File: config.mk
export PLATFORM = sky130hd
export DESIGN_NAME = sorted_insert_list_core
export DESIGN_NICKNAME = d
export VERILOG_FILES = /design/src/rtl/sil_pkg.sv /design/src/rtl/sil_cell.sv /design/src/rtl/sorted_insert_list_core.sv
export SDC_FILE = /design/constraint.sdc
export NUM_CORES = 2
export LEC_CHECK = 0
export BUFFER_PORTS_ARGS = -buffer_cell sky130_fd_sc_hd__buf_2
export CORE_AREA = 3 3 341 427
export CTS_BUF_LIST = sky130_fd_sc_hd__clkbuf_4 sky130_fd_sc_hd__clkbuf_8
export DETAILED_ROUTE_END_ITERATION = 10
export DIE_AREA = 0 0 344 430
export PLACE_DENSITY_LB_ADDON = 0.05
export SLEW_MARGIN = 10
export SYNTH_ARGS = -nofsm -noshare
export SYNTH_HDL_FRONTEND = slang
export SYNTH_SLANG_ARGS = --single-unit
File: constraint.sdc
create_clock -name clk -period 7.26 [get_ports clk]
set_clock_uncertainty 0.05 [all_clocks]
set_input_delay 0.363 -clock clk [delete_from_list [all_inputs] [get_ports clk]]
set_output_delay 0.363 -clock clk [all_outputs]
set_load 0.01 [all_outputs]
File: src/rtl/sil_pkg.sv
// shared constants and types for the sorted insert list
package sil_pkg;

	localparam int LIST_DEPTH_DEF   = 32;
	localparam int VEHICLE_BITS_DEF = 8;
	localparam int HANDLE_BITS_DEF  = 16;

	// fixed field widths on the stream ports
	localparam int MODE_W     = 2;
	localparam int VEH_FIELD_W = 8;
	localparam int COST_W     = 32;
	localparam int HDL_FIELD_W = 16;
	localparam int POS_W      = 5;
	localparam int CNT_FIELD_W = 6;
	localparam int STAT_W     = 2;

	localparam int IN_BITS  = MODE_W + VEH_FIELD_W + COST_W + HDL_FIELD_W + POS_W;
	localparam int IN_W     = ((IN_BITS + 7) / 8) * 8;
	localparam int OUT_BITS = 1 + CNT_FIELD_W + STAT_W;
	localparam int OUT_W    = ((OUT_BITS + 7) / 8) * 8;

	localparam logic [MODE_W-1:0] MODE_INSERT = 2'd0;
	localparam logic [MODE_W-1:0] MODE_ERASE  = 2'd1;
	localparam logic [MODE_W-1:0] MODE_QUERY  = 2'd2;

	localparam logic [STAT_W-1:0] STAT_DONE    = 2'd0;
	localparam logic [STAT_W-1:0] STAT_FULL    = 2'd1;
	localparam logic [STAT_W-1:0] STAT_BAD_POS = 2'd2;

	// command broadcast to every cell of the chain
	typedef struct packed {
		logic             insert_en;
		logic             erase_en;
		logic [POS_W-1:0] pos;
		logic [COST_W-1:0] cost;
	} cell_cmd_t;

endpackage

File: src/rtl/sil_cell.sv
// one list slot: holds an entry and shifts toward either neighbor
module sil_cell #(
	parameter int IDX          = 0,
	parameter int CNT_W        = 6,
	parameter int VEHICLE_BITS = 8,
	parameter int HANDLE_BITS  = 16
) (
	input  logic                          clk,
	input  sil_pkg::cell_cmd_t            cmd,
	input  logic [CNT_W-1:0]              count,
	input  logic [VEHICLE_BITS-1:0]       new_vehicle,
	input  logic [HANDLE_BITS-1:0]        new_handle,
	input  logic                          left_keep,
	input  logic [VEHICLE_BITS-1:0]       left_vehicle,
	input  logic [sil_pkg::COST_W-1:0]    left_cost,
	input  logic [HANDLE_BITS-1:0]        left_handle,
	input  logic [VEHICLE_BITS-1:0]       right_vehicle,
	input  logic [sil_pkg::COST_W-1:0]    right_cost,
	input  logic [HANDLE_BITS-1:0]        right_handle,
	input  logic [VEHICLE_BITS-1:0]       query_vehicle,
	output logic                          keep,
	output logic                          match,
	output logic [VEHICLE_BITS-1:0]       vehicle,
	output logic [sil_pkg::COST_W-1:0]    cost,
	output logic [HANDLE_BITS-1:0]        handle
);
	import sil_pkg::*;

	logic [VEHICLE_BITS-1:0] vehicle_q;
	logic [COST_W-1:0]       cost_q;
	logic [HANDLE_BITS-1:0]  handle_q;
	logic                    occ;
	logic                    take_new;
	logic                    take_left;
	logic                    take_right;

	assign occ  = IDX < 32'(count);
	// stays put when its cost is not above the new one: ties keep arrival order
	assign keep = occ && ($signed(cost_q) <= $signed(cmd.cost));

	assign take_new   = cmd.insert_en && !keep && ((IDX == 0) || left_keep);
	assign take_left  = cmd.insert_en && !keep && (IDX != 0) && !left_keep;
	assign take_right = cmd.erase_en && (32'(cmd.pos) <= IDX);

	always_ff @(posedge clk) begin
		if (take_new) begin
			vehicle_q <= new_vehicle;
			cost_q    <= cmd.cost;
			handle_q  <= new_handle;
		end else if (take_left) begin
			vehicle_q <= left_vehicle;
			cost_q    <= left_cost;
			handle_q  <= left_handle;
		end else if (take_right) begin
			vehicle_q <= right_vehicle;
			cost_q    <= right_cost;
			handle_q  <= right_handle;
		end
	end

	assign match   = occ && (vehicle_q == query_vehicle);
	assign vehicle = vehicle_q;
	assign cost    = cost_q;
	assign handle  = handle_q;

endmodule

File: src/rtl/sorted_insert_list_core.sv
// top level of the sorted insert list: cell chain, count and result staging
//
// The block keeps up to LIST_DEPTH entries (vehicle, signed cost, handle) in a
// row of cells sorted by ascending cost. Each cell compares its own cost with
// the incoming one, so an insert finds its slot and shifts the tail by one at
// the edge that accepts it; an erase shifts every cell at or after the position
// down by one, also at that edge. One item is taken per clock when the output side
// keeps up. An item updates the cells at its accept edge; in the next cycle the
// cells are searched for the vehicle number, which sets the present flag, and
// the result lands in the output register once it is free. Output valid rises
// when that register is loaded, after the search stage register. Inserts into a
// full list are dropped with status 1, erases at a position not below the count
// are dropped with status 2, and a query or any other mode only reports
// presence and count.
module sorted_insert_list_core #(
	parameter int LIST_DEPTH   = sil_pkg::LIST_DEPTH_DEF,
	parameter int VEHICLE_BITS = sil_pkg::VEHICLE_BITS_DEF,
	parameter int HANDLE_BITS  = sil_pkg::HANDLE_BITS_DEF
) (
	input  logic                      clk,
	input  logic                      arst_n,
	// mode[1:0], vehicle[9:2], cost[41:10], handle[57:42], position[62:58]
	input  logic [sil_pkg::IN_W-1:0]  s_tdata,
	input  logic                      s_tvalid,
	output logic                      s_tready,
	// present[0], entry_count[6:1], status[8:7]
	output logic [sil_pkg::OUT_W-1:0] m_tdata,
	output logic                      m_tvalid,
	input  logic                      m_tready
);
	import sil_pkg::*;

	localparam int CNT_W = $clog2(LIST_DEPTH + 1);
	localparam int CMP_W = (CNT_W > POS_W) ? CNT_W : POS_W;

	// input field unpacking
	logic [MODE_W-1:0]      in_mode;
	logic [VEH_FIELD_W-1:0] in_vehicle;
	logic [COST_W-1:0]      in_cost;
	logic [HDL_FIELD_W-1:0] in_handle;
	logic [POS_W-1:0]       in_pos;

	assign in_mode    = s_tdata[MODE_W-1:0];
	assign in_vehicle = s_tdata[MODE_W +: VEH_FIELD_W];
	assign in_cost    = s_tdata[MODE_W+VEH_FIELD_W +: COST_W];
	assign in_handle  = s_tdata[MODE_W+VEH_FIELD_W+COST_W +: HDL_FIELD_W];
	assign in_pos     = s_tdata[MODE_W+VEH_FIELD_W+COST_W+HDL_FIELD_W +: POS_W];

	// vehicle and handle fitted to the stored widths (zero-extend, then mask)
	logic [VEH_FIELD_W+31:0] veh_ext;
	logic [HDL_FIELD_W+31:0] hdl_ext;
	logic [VEHICLE_BITS-1:0] veh_m;
	logic [HANDLE_BITS-1:0]  hdl_m;

	assign veh_ext = {32'd0, in_vehicle};
	assign hdl_ext = {32'd0, in_handle};
	assign veh_m   = veh_ext[VEHICLE_BITS-1:0];
	assign hdl_m   = hdl_ext[HANDLE_BITS-1:0];

	// control registers
	logic [CNT_W-1:0]        count_q;
	logic                    valid_s1;
	logic [VEHICLE_BITS-1:0] query_s1;
	logic [STAT_W-1:0]       status_s1;
	logic                    present_q;
	logic [CNT_W-1:0]        count_out_q;
	logic [STAT_W-1:0]       status_q;
	logic                    out_valid_q;

	logic out_free;
	logic in_xfer;
	logic full;
	logic pos_ok;
	logic do_insert;
	logic do_erase;
	logic [STAT_W-1:0] status_d;
	cell_cmd_t cmd;

	// the search stage must drain before the cells change again
	assign out_free = !out_valid_q || m_tready;
	assign s_tready = !valid_s1 || out_free;
	assign in_xfer  = s_tvalid && s_tready;

	assign full      = count_q == CNT_W'(LIST_DEPTH);
	assign pos_ok    = CMP_W'(in_pos) < CMP_W'(count_q);
	assign do_insert = in_xfer && (in_mode == MODE_INSERT) && !full;
	assign do_erase  = in_xfer && (in_mode == MODE_ERASE) && pos_ok;

	always_comb begin
		case (in_mode)
			MODE_INSERT: status_d = full ? STAT_FULL : STAT_DONE;
			MODE_ERASE:  status_d = pos_ok ? STAT_DONE : STAT_BAD_POS;
			default:     status_d = STAT_DONE;
		endcase
	end

	assign cmd.insert_en = do_insert;
	assign cmd.erase_en  = do_erase;
	assign cmd.pos       = in_pos;
	assign cmd.cost      = in_cost;

	// cell chain
	logic [LIST_DEPTH-1:0]   keep_c;
	logic [LIST_DEPTH-1:0]   match_c;
	logic [VEHICLE_BITS-1:0] veh_c [LIST_DEPTH];
	logic [COST_W-1:0]       cost_c [LIST_DEPTH];
	logic [HANDLE_BITS-1:0]  hdl_c [LIST_DEPTH];

	for (genvar i = 0; i < LIST_DEPTH; i++) begin : g_cell
		localparam int L = (i == 0) ? 0 : i - 1;
		localparam int R = (i == LIST_DEPTH - 1) ? i : i + 1;

		sil_cell #(
			.IDX          (i),
			.CNT_W        (CNT_W),
			.VEHICLE_BITS (VEHICLE_BITS),
			.HANDLE_BITS  (HANDLE_BITS)
		) u_cell (
			.clk           (clk),
			.cmd           (cmd),
			.count         (count_q),
			.new_vehicle   (veh_m),
			.new_handle    (hdl_m),
			.left_keep     (keep_c[L]),
			.left_vehicle  (veh_c[L]),
			.left_cost     (cost_c[L]),
			.left_handle   (hdl_c[L]),
			.right_vehicle (veh_c[R]),
			.right_cost    (cost_c[R]),
			.right_handle  (hdl_c[R]),
			.query_vehicle (query_s1),
			.keep          (keep_c[i]),
			.match         (match_c[i]),
			.vehicle       (veh_c[i]),
			.cost          (cost_c[i]),
			.handle        (hdl_c[i])
		);
	end

	// entry count and search stage
	always_ff @(posedge clk or negedge arst_n) begin
		if (!arst_n) begin
			count_q   <= '0;
			valid_s1  <= 1'b0;
			status_s1 <= STAT_DONE;
			query_s1  <= '0;
		end else begin
			if (do_insert) begin
				count_q <= count_q + CNT_W'(1);
			end else if (do_erase) begin
				count_q <= count_q - CNT_W'(1);
			end
			if (in_xfer) begin
				valid_s1  <= 1'b1;
				query_s1  <= veh_m;
				status_s1 <= status_d;
			end else if (out_free) begin
				valid_s1 <= 1'b0;
			end
		end
	end

	// output register: presence is read from the cells as they stand after the item
	always_ff @(posedge clk or negedge arst_n) begin
		if (!arst_n) begin
			out_valid_q <= 1'b0;
			present_q   <= 1'b0;
			count_out_q <= '0;
			status_q    <= STAT_DONE;
		end else if (out_free) begin
			out_valid_q <= valid_s1;
			if (valid_s1) begin
				present_q   <= |match_c;
				count_out_q <= count_q;
				status_q    <= status_s1;
			end
		end
	end

	logic [CNT_W+CNT_FIELD_W-1:0] cnt_ext;
	assign cnt_ext = {{CNT_FIELD_W{1'b0}}, count_out_q};

	assign m_tvalid = out_valid_q;
	assign m_tdata  = {{(OUT_W-OUT_BITS){1'b0}}, status_q, cnt_ext[CNT_FIELD_W-1:0], present_q};

endmodule
# --- Word level (Yosys, flattened, before mapping) ---
# Index checks and enable logic that the tools add are counted.
# W data, S select, Z words.
word_totals:
  output_inout_bits: 18
  input_bits: 68
  word_cells: 667
  regBits: 1307
classes:
  reduce_logical: 268
  n_addsub: 2
  magnitude_cmp: 96
  n_eq_ne: 34
  muxes: 195
op_table:
  columns: ["operator", "n"]
  rows:
  - ["$mux W32", 94]
  - ["$le A32 B32 Y1", 32]
  - ["$mux W8", 94]
  - ["$eq A8 B8 Y1", 32]
  - ["$logic_and A1 B1 Y1", 194]
  - ["$lt A5 B6 Y1 const A", 16]
  - ["$reduce_bool A3 Y1", 30]
  - ["$le A5 B5 Y1 const B", 15]
  - ["$lt A4 B6 Y1 const A", 8]
  - ["$le A5 B4 Y1 const B", 8]
  - ["$logic_not A1 Y1", 35]
  - ["$reduce_or A32 Y1", 1]
  - ["$lt A3 B6 Y1 const A", 4]
  - ["$le A5 B3 Y1 const B", 4]
  - ["$lt A1 B6 Y1 const A", 2]
  - ["$lt A2 B6 Y1 const A", 2]
  - ["$mux W6", 2]
  - ["$le A5 B1 Y1 const B", 2]
  - ["$le A5 B2 Y1 const B", 2]
  - ["$reduce_bool A2 Y1", 4]
  - ["$add A6 B1 Y6 const B", 1]
  - ["$eq A6 B6 Y1 const B", 1]
  - ["$lt A5 B6 Y1", 1]
  - ["$sub A6 B1 Y6 const B", 1]
  - ["other kinds (7)", 10]

# --- Longest topological paths before layout ---
depth:
  ltp_word: 10
  ltp_mapped: 15
  mapped_depth_nobuf: 11

# --- Modules after synthesis ---
# A second synthesis with hierarchy kept.
hier_totals:
  cells_unflattened: 10291
  area_unflattened_um2: 132428.3
by_module_without_submodules:
  columns: ["mod", "seq_area_each_um2", "area_per_inst_um2", "cells_each", "n_inst"]
  rows:
  - ["sil_cell at g_cell[22].u_cell ...", 1681.6, 4100.2, 319, 2]
  - ["sil_cell at g_cell[16].u_cell ...", 1681.6, 4096.4, 318, 2]
  - ["sil_cell at g_cell[21].u_cell ...", 1681.6, 4095.2, 319, 2]
  - ["sil_cell at g_cell[10].u_cell", 1681.6, 4161.5, 323, 1]
  - ["sil_cell at g_cell[26].u_cell", 1681.6, 4161.5, 320, 1]
  - ["sil_cell at g_cell[12].u_cell", 1681.6, 4157.7, 322, 1]
  - ["sil_cell at g_cell[8].u_cell", 1681.6, 4156.5, 322, 1]
  - ["sil_cell at g_cell[14].u_cell", 1681.6, 4155.2, 322, 1]
  - ["sil_cell at g_cell[28].u_cell", 1681.6, 4154.0, 321, 1]
  - ["sil_cell at g_cell[9].u_cell", 1681.6, 4152.7, 322, 1]
  - ["sil_cell at g_cell[13].u_cell", 1681.6, 4149.0, 321, 1]
  - ["sil_cell at g_cell[11].u_cell", 1681.6, 4129.0, 320, 1]
  - ["sil_cell at g_cell[3].u_cell", 1681.6, 4126.5, 319, 1]
  - ["sil_cell at g_cell[20].u_cell", 1681.6, 4103.9, 320, 1]
  - ["+16 rows", null, null, null, null]

# --- Worst setup path before layout ---
# Ideal clock, no wire load.
synth_path:
  path_kind: "in2reg"
  startpoint: "input s_tdata[17] (netlist name)"
  endpoint: "register g_cell[31].u_cell.vehicle_q[4], data pin"
  required_ns: 6.948
  path_slack_ns: 0.281
  n_path_buf: 2
  setup_time_ns: 0.262
  stages: 13
  arrival_time_ns: 6.667
  path_cell_list: "clkbuf_1 -> inv_1 -> ha_1 -> nand2_1 -> or4_1 -> a21o_1 -> o211a_1 -> o21ai_1 -> mux2i_1 -> a211oi_1 -> nand2_1 -> buf_2 -> mux2_1"
synth_between:
  elab_chain_cells: 6
  elab_cells_between_ends: 8
  classes_between: "order compare (2); mux (1); reduce/logical (5)"
synth_lines:
  columns: ["item", "line_no", "text"]
  rows:
  - ["from (decl)", "sorted_insert_list_core.sv:23", "input logic [sil_pkg::IN_W-1:0] s_tdata,"]
  - ["$le A32 B32 Y1", "sil_cell.sv:39", "assign keep = occ && ($signed(cost_q) <= $signed(cmd.cost));"]
  - ["$logic_and A1 B1 Y1", "sil_cell.sv:39", null]
  - ["$logic_not A1 Y1", "sil_cell.sv:41", "assign take_new = cmd.insert_en && !keep && ((IDX == 0) || left_keep);"]
  - ["$logic_and A1 B1 Y1", "sil_cell.sv:41", null]
  - ["$logic_and A1 B1 Y1 *", "sil_cell.sv:41", null]
  - ["$mux W8 *", "sil_cell.sv:46", "if (take_new) begin"]
  - ["to (signal assigned)", "sil_cell.sv:47", "vehicle_q <= new_vehicle;"]
  - ["to (signal assigned)", "sil_cell.sv:51", "vehicle_q <= left_vehicle;"]
  - ["to (signal assigned)", "sil_cell.sv:55", "vehicle_q <= right_vehicle;"]
  - ["to (decl)", "sil_cell.sv:29", "logic [VEHICLE_BITS-1:0] vehicle_q;"]
# Every way passes the cells marked *; elsewhere a longest branch is shown, timed or not.
# A chain may end at the register's enable or synchronous reset.

# --- Worst setup path in the final report ---
layout_path:
  startpoint: "input s_tdata[35] (netlist name)"
  endpoint: "register g_cell[23].u_cell.cost_q[2], data pin"
layout_between:
  elab_chain_cells: 7
  elab_cells_between_ends: 11
  classes_between: "order compare (2); mux (2); reduce/logical (7)"
layout_lines:
  columns: ["item", "line_no", "text"]
  rows:
  - ["$le A32 B32 Y1", "sil_cell.sv:39", null]
  - ["$logic_and A1 B1 Y1", "sil_cell.sv:39", null]
  - ["$logic_not A1 Y1", "sil_cell.sv:41, sil_cell.sv:42", null]
  - ["$logic_and A1 B1 Y1", "sil_cell.sv:41, sil_cell.sv:42", null]
  - ["$logic_and A1 B1 Y1", "sil_cell.sv:42", "assign take_left = cmd.insert_en && !keep && (IDX != 0) && !left_keep;"]
  - ["$mux W32", "sil_cell.sv:50", "end else if (take_left) begin"]
  - ["$mux W32 *", "sil_cell.sv:46", null]
  - ["to (signal assigned)", "sil_cell.sv:48", "cost_q <= cmd.cost;"]
  - ["to (signal assigned)", "sil_cell.sv:52", "cost_q <= left_cost;"]
  - ["to (signal assigned)", "sil_cell.sv:56", "cost_q <= right_cost;"]
  - ["to (decl)", "sil_cell.sv:30", "logic [COST_W-1:0] cost_q;"]
# Marked as above.

==> impl_metrics.toml <==
[cts]
clk_latency_ps = 1060
cts_tree = "done"
root_buffer = "clkbuf_8"
cts.sinks = 1307
htree_levels = 4
cts-buffers-inserted = 212
cts_resized = 0
clk_pin_slew_worst_paths_ps = 60
cts_buffer_depth = 3

[setup_path]
reg2reg_to = "g_cell[0].u_cell.cost[17]"
rr_startpoint = "count_q[3]"
reg2regPathDepth = 10
crit_arrival_ps = 6190
start_kind = "input pin"
endpoint_kind = "register"
worstPathRequired_ps = 7980
path_class = "in -> reg"
cp_max_fo = 40
rrSetupSlack_ps = 1970

[timing]
hold_viol_final = 0
worst_slew_pin_slew_ps = 1290
rsz0062_at_grt = "false"
relSlewSlack_pct = 13.0
period_needed_ps = 5470
fin_crit_sh_pct = 75.3
finalSetupViolations = 0
finalWorstSetupSlack_ps = 1790
max_freq_mhz = 183
maxSlewViolCount = 0
fin_tns_setup_ps = 0

[logic_synthesis]
synth_cell_types = 77
synth_flop_cell = "edfxtp_1"
synth-edff-count = 1280
yosysSeqAreaShare_pct = 42.4
ys_warn_count = 0
yosysTopAreaCell = "edfxtp_1"
syn_avg_cell_area_um2 = 10.3
yosys-top-cells-area = "edfxtp_1 42%, ha_1 14%, mux2i_1 8.6%"
synth_area_mm2 = 0.0922
netlist_instances = 8986
synth-async-reset-ratio_pct = 2.07
synth_seq_cells = 1307
post-synth-top-area-fraction_pct = 41.7

[routing]
ant_nets = 0
drt_pass1_iterations = 9
drc = 0
vias_per_cell = 7.46
wl_per_cell_um = 35.5
drt_iter0_markers = 12600
vias = 82600
wl_um = 394000

[global_route]
antenna_found_initial = 71
grt-ovfl-total = 0
grt_use_total_pct = 52.7
grt_pass1_vias = 79500
grt_pass1_wl_um = 553000
grt_max_degree = 82

[job]
maxCapViolations = 0

[pwr]
powerDensity_mw_per_mm2 = 255
power.leakage_nw = 40.1
vdd_drop_max_mv = 0.229

[die]
die_h_um = 430
io_pins = 86
core_area_mm2 = 0.141
rows = 154
die-area_mm2 = 0.148
start_util_pct = 65.2
die_w_um = 344

[placement]
pre_cts_slack_ps = 1680
dp_hpwl_um = 274000
place_congestion = 1.07
placement.io_buffers = 61

[min_path]
holdPathStages = 4
whs_endpoint = "g_cell[13].u_cell.cost[17]"
min-delay-start = "s_tdata[27]"
hold_path_class = "in -> reg"

[final_layout]
nNetsFinal = 10100
drive_above_1_share_pct = 12.7
area_delta_synth_final_pct = 8.36

[status]
status = "complete, no violations"
-- where the power goes --
part           switching, mW  total, mW  internal, mW
clock network           3.39       6.89          3.51
logic                   5.49       8.47          2.98
registers              0.909       10.1          9.21
-- what timing repair did --
item                                    4_1_cts  5_1_grt
endpoints found under the hold margin        90        0
endpoints found under the setup margin        0        0
setup buffers                                 0        0
hold buffers                                 28        0
-- layout by cell type, fill, tap and decap left out, drive strengths merged, types with 15 or more instances in the layout --
cell type	n
o22ai	18
nand2b	26
a21oi	982
diode	76
edfxtp	1280
nand4	245
nor3	59
inv	118
xnor2	144
clkbuf	296
nand2	831
clkinv	70
or3	19
o21a	27
dlygate4sd3	27
mux2i	792
a221oi	19
a31oi	96
nor2b	47
dfrtp	27
buf	307
nor4	61
o211ai	37
a2111oi	15
a21o	189
ha	1031
nand3	77
a211oi	37
o21ai	736
and4	23
xor2	117
mux2	423
nor2	792
-- flip-flops by register name (all words and copies together), names as in the netlist --
| name | flops |
|---|---|
| g_cell.u_cell.cost | 1024 |
| count_out_q | 6 |
| g_cell.u_cell.vehicle | 256 |
| present_q | 1 |
| query_s1 | 8 |
| valid_s1 | 1 |
| status_q | 2 |
| status_s1 | 2 |
| m_tvalid | 1 |
| count_q | 6 |
-- per-stage QoR --
| stage | power [mW] | hold slack (ps) | area (µm²) | utilization (%) | std cells |
|---|---|---|---|---|---|
| 2_1_floorplan | 15.4 | 17.4 | 92200 | - | 8992 |
| 3_5_place_dp | 18.2 | 383 | 95100 | 67.2 | 10600 |
| 4_1_cts | 24.9 | 0.620 | 99700 | 70.5 | 11000 |
| 6_report | 25.5 | 72.8 | 99900 | 70.6 | 11100 |
| 5_1_grt | 26.2 | 72.8 | 99700 | 70.5 | 11000 |
| 3_3_place_gp | 18.0 | 379 | 95100 | 67.2 | 10600 |
-- metal layers --
metal | global-route usage, % | up-vias | part of all wire, %
li1 | - | 33700 | -
met1 | 56.0 | 38800 | 30
met2 | 76.6 | 7218 | 43
met3 | 21.9 | 2787 | 14
met4 | 54.0 | 26 | 13
met5 | 0.298 | - | 0.067
-- kinds of logic after synthesis --
kind of cell,after synthesis,share of synthesized area (%)
AO/OA/AOI/OAI,2241,13.6
XOR/XNOR,261,2.48
adder cells (fa/ha/maj),1031,14.0
buffers and inverters,695,3.01
flip-flops,1307,42.4
multiplexers,1215,13.8
other,1,0.00407
AND/OR/NAND/NOR,2235,10.7
-- layout make-up --
cell class | instances | area [µm²]
antenna | 76 | 190
clock buffer | 296 | 3620
clock inverter | 92 | 664
fill | 10900 | 41600
inverter | 111 | 417
multi-input combinational | 6990 | 51000
sequential | 1307 | 39100
tap | 1872 | 2340
timing repair buffer | 334 | 2550
-- synthesized netlist by cell type (11+ instances only) --
cell and number:
edfxtp_1 1280, ha_1 1031, a21oi_1 981, nand2_1 831
mux2i_1 792, nor2_1 792, o21ai_0 728, clkbuf_1 448
mux2_2 378, nand4_1 245, a21o_1 189, xnor2_1 144
xor2_1 117, inv_1 109, a31oi_1 95, buf_2 84
nand3_1 77, nor4_1 61, nor3_1 59, nor2b_1 47
mux2_1 45, a211oi_1 37, o211ai_1 37, buf_1 35
dfrtp_1 27, o21a_1 27, nand2b_1 26, and4_1 23
a221oi_1 19, or3_1 19, o22ai_1 18, buf_4 17
a2111oi_0 15, a211o_1 12, and2_1 12, and3_1 11
o21bai_1 11, o31ai_1 11, or2_2 11
-- critical path: stages --
cell	delay [ps]
dlygate4sd3_1	550
buf_2	130
buf_4	260
inv_2	640
ha_1	370
a21oi_1	180
nor2_1	50
a2111oi_0	400
o221ai_1	300
o211a_1	210
nor3_1	990
and2_2	990
mux2_2	420
mux2_2	260
-- how the worst max path moves through the flow --
stage	startpoint	cells past startpoint	slack, ps	end
after floorplan	s_tdata[17]	13	280	g_cell[31].u_cell.vehicle[4]
after detailed placement	s_tdata[34]	14	1680	g_cell[31].u_cell.vehicle[4]
after CTS	count_q[3]	9	1670	g_cell[0].u_cell.cost[4]
after global placement	s_tdata[59]	11	1750	g_cell[0].u_cell.vehicle[4]
final	s_tdata[35]	14	1790	g_cell[23].u_cell.cost[2]
after global routing	s_tdata[35]	14	1720	g_cell[23].u_cell.cost[23]
No activity file was read; power rests on OpenSTA's default activity.
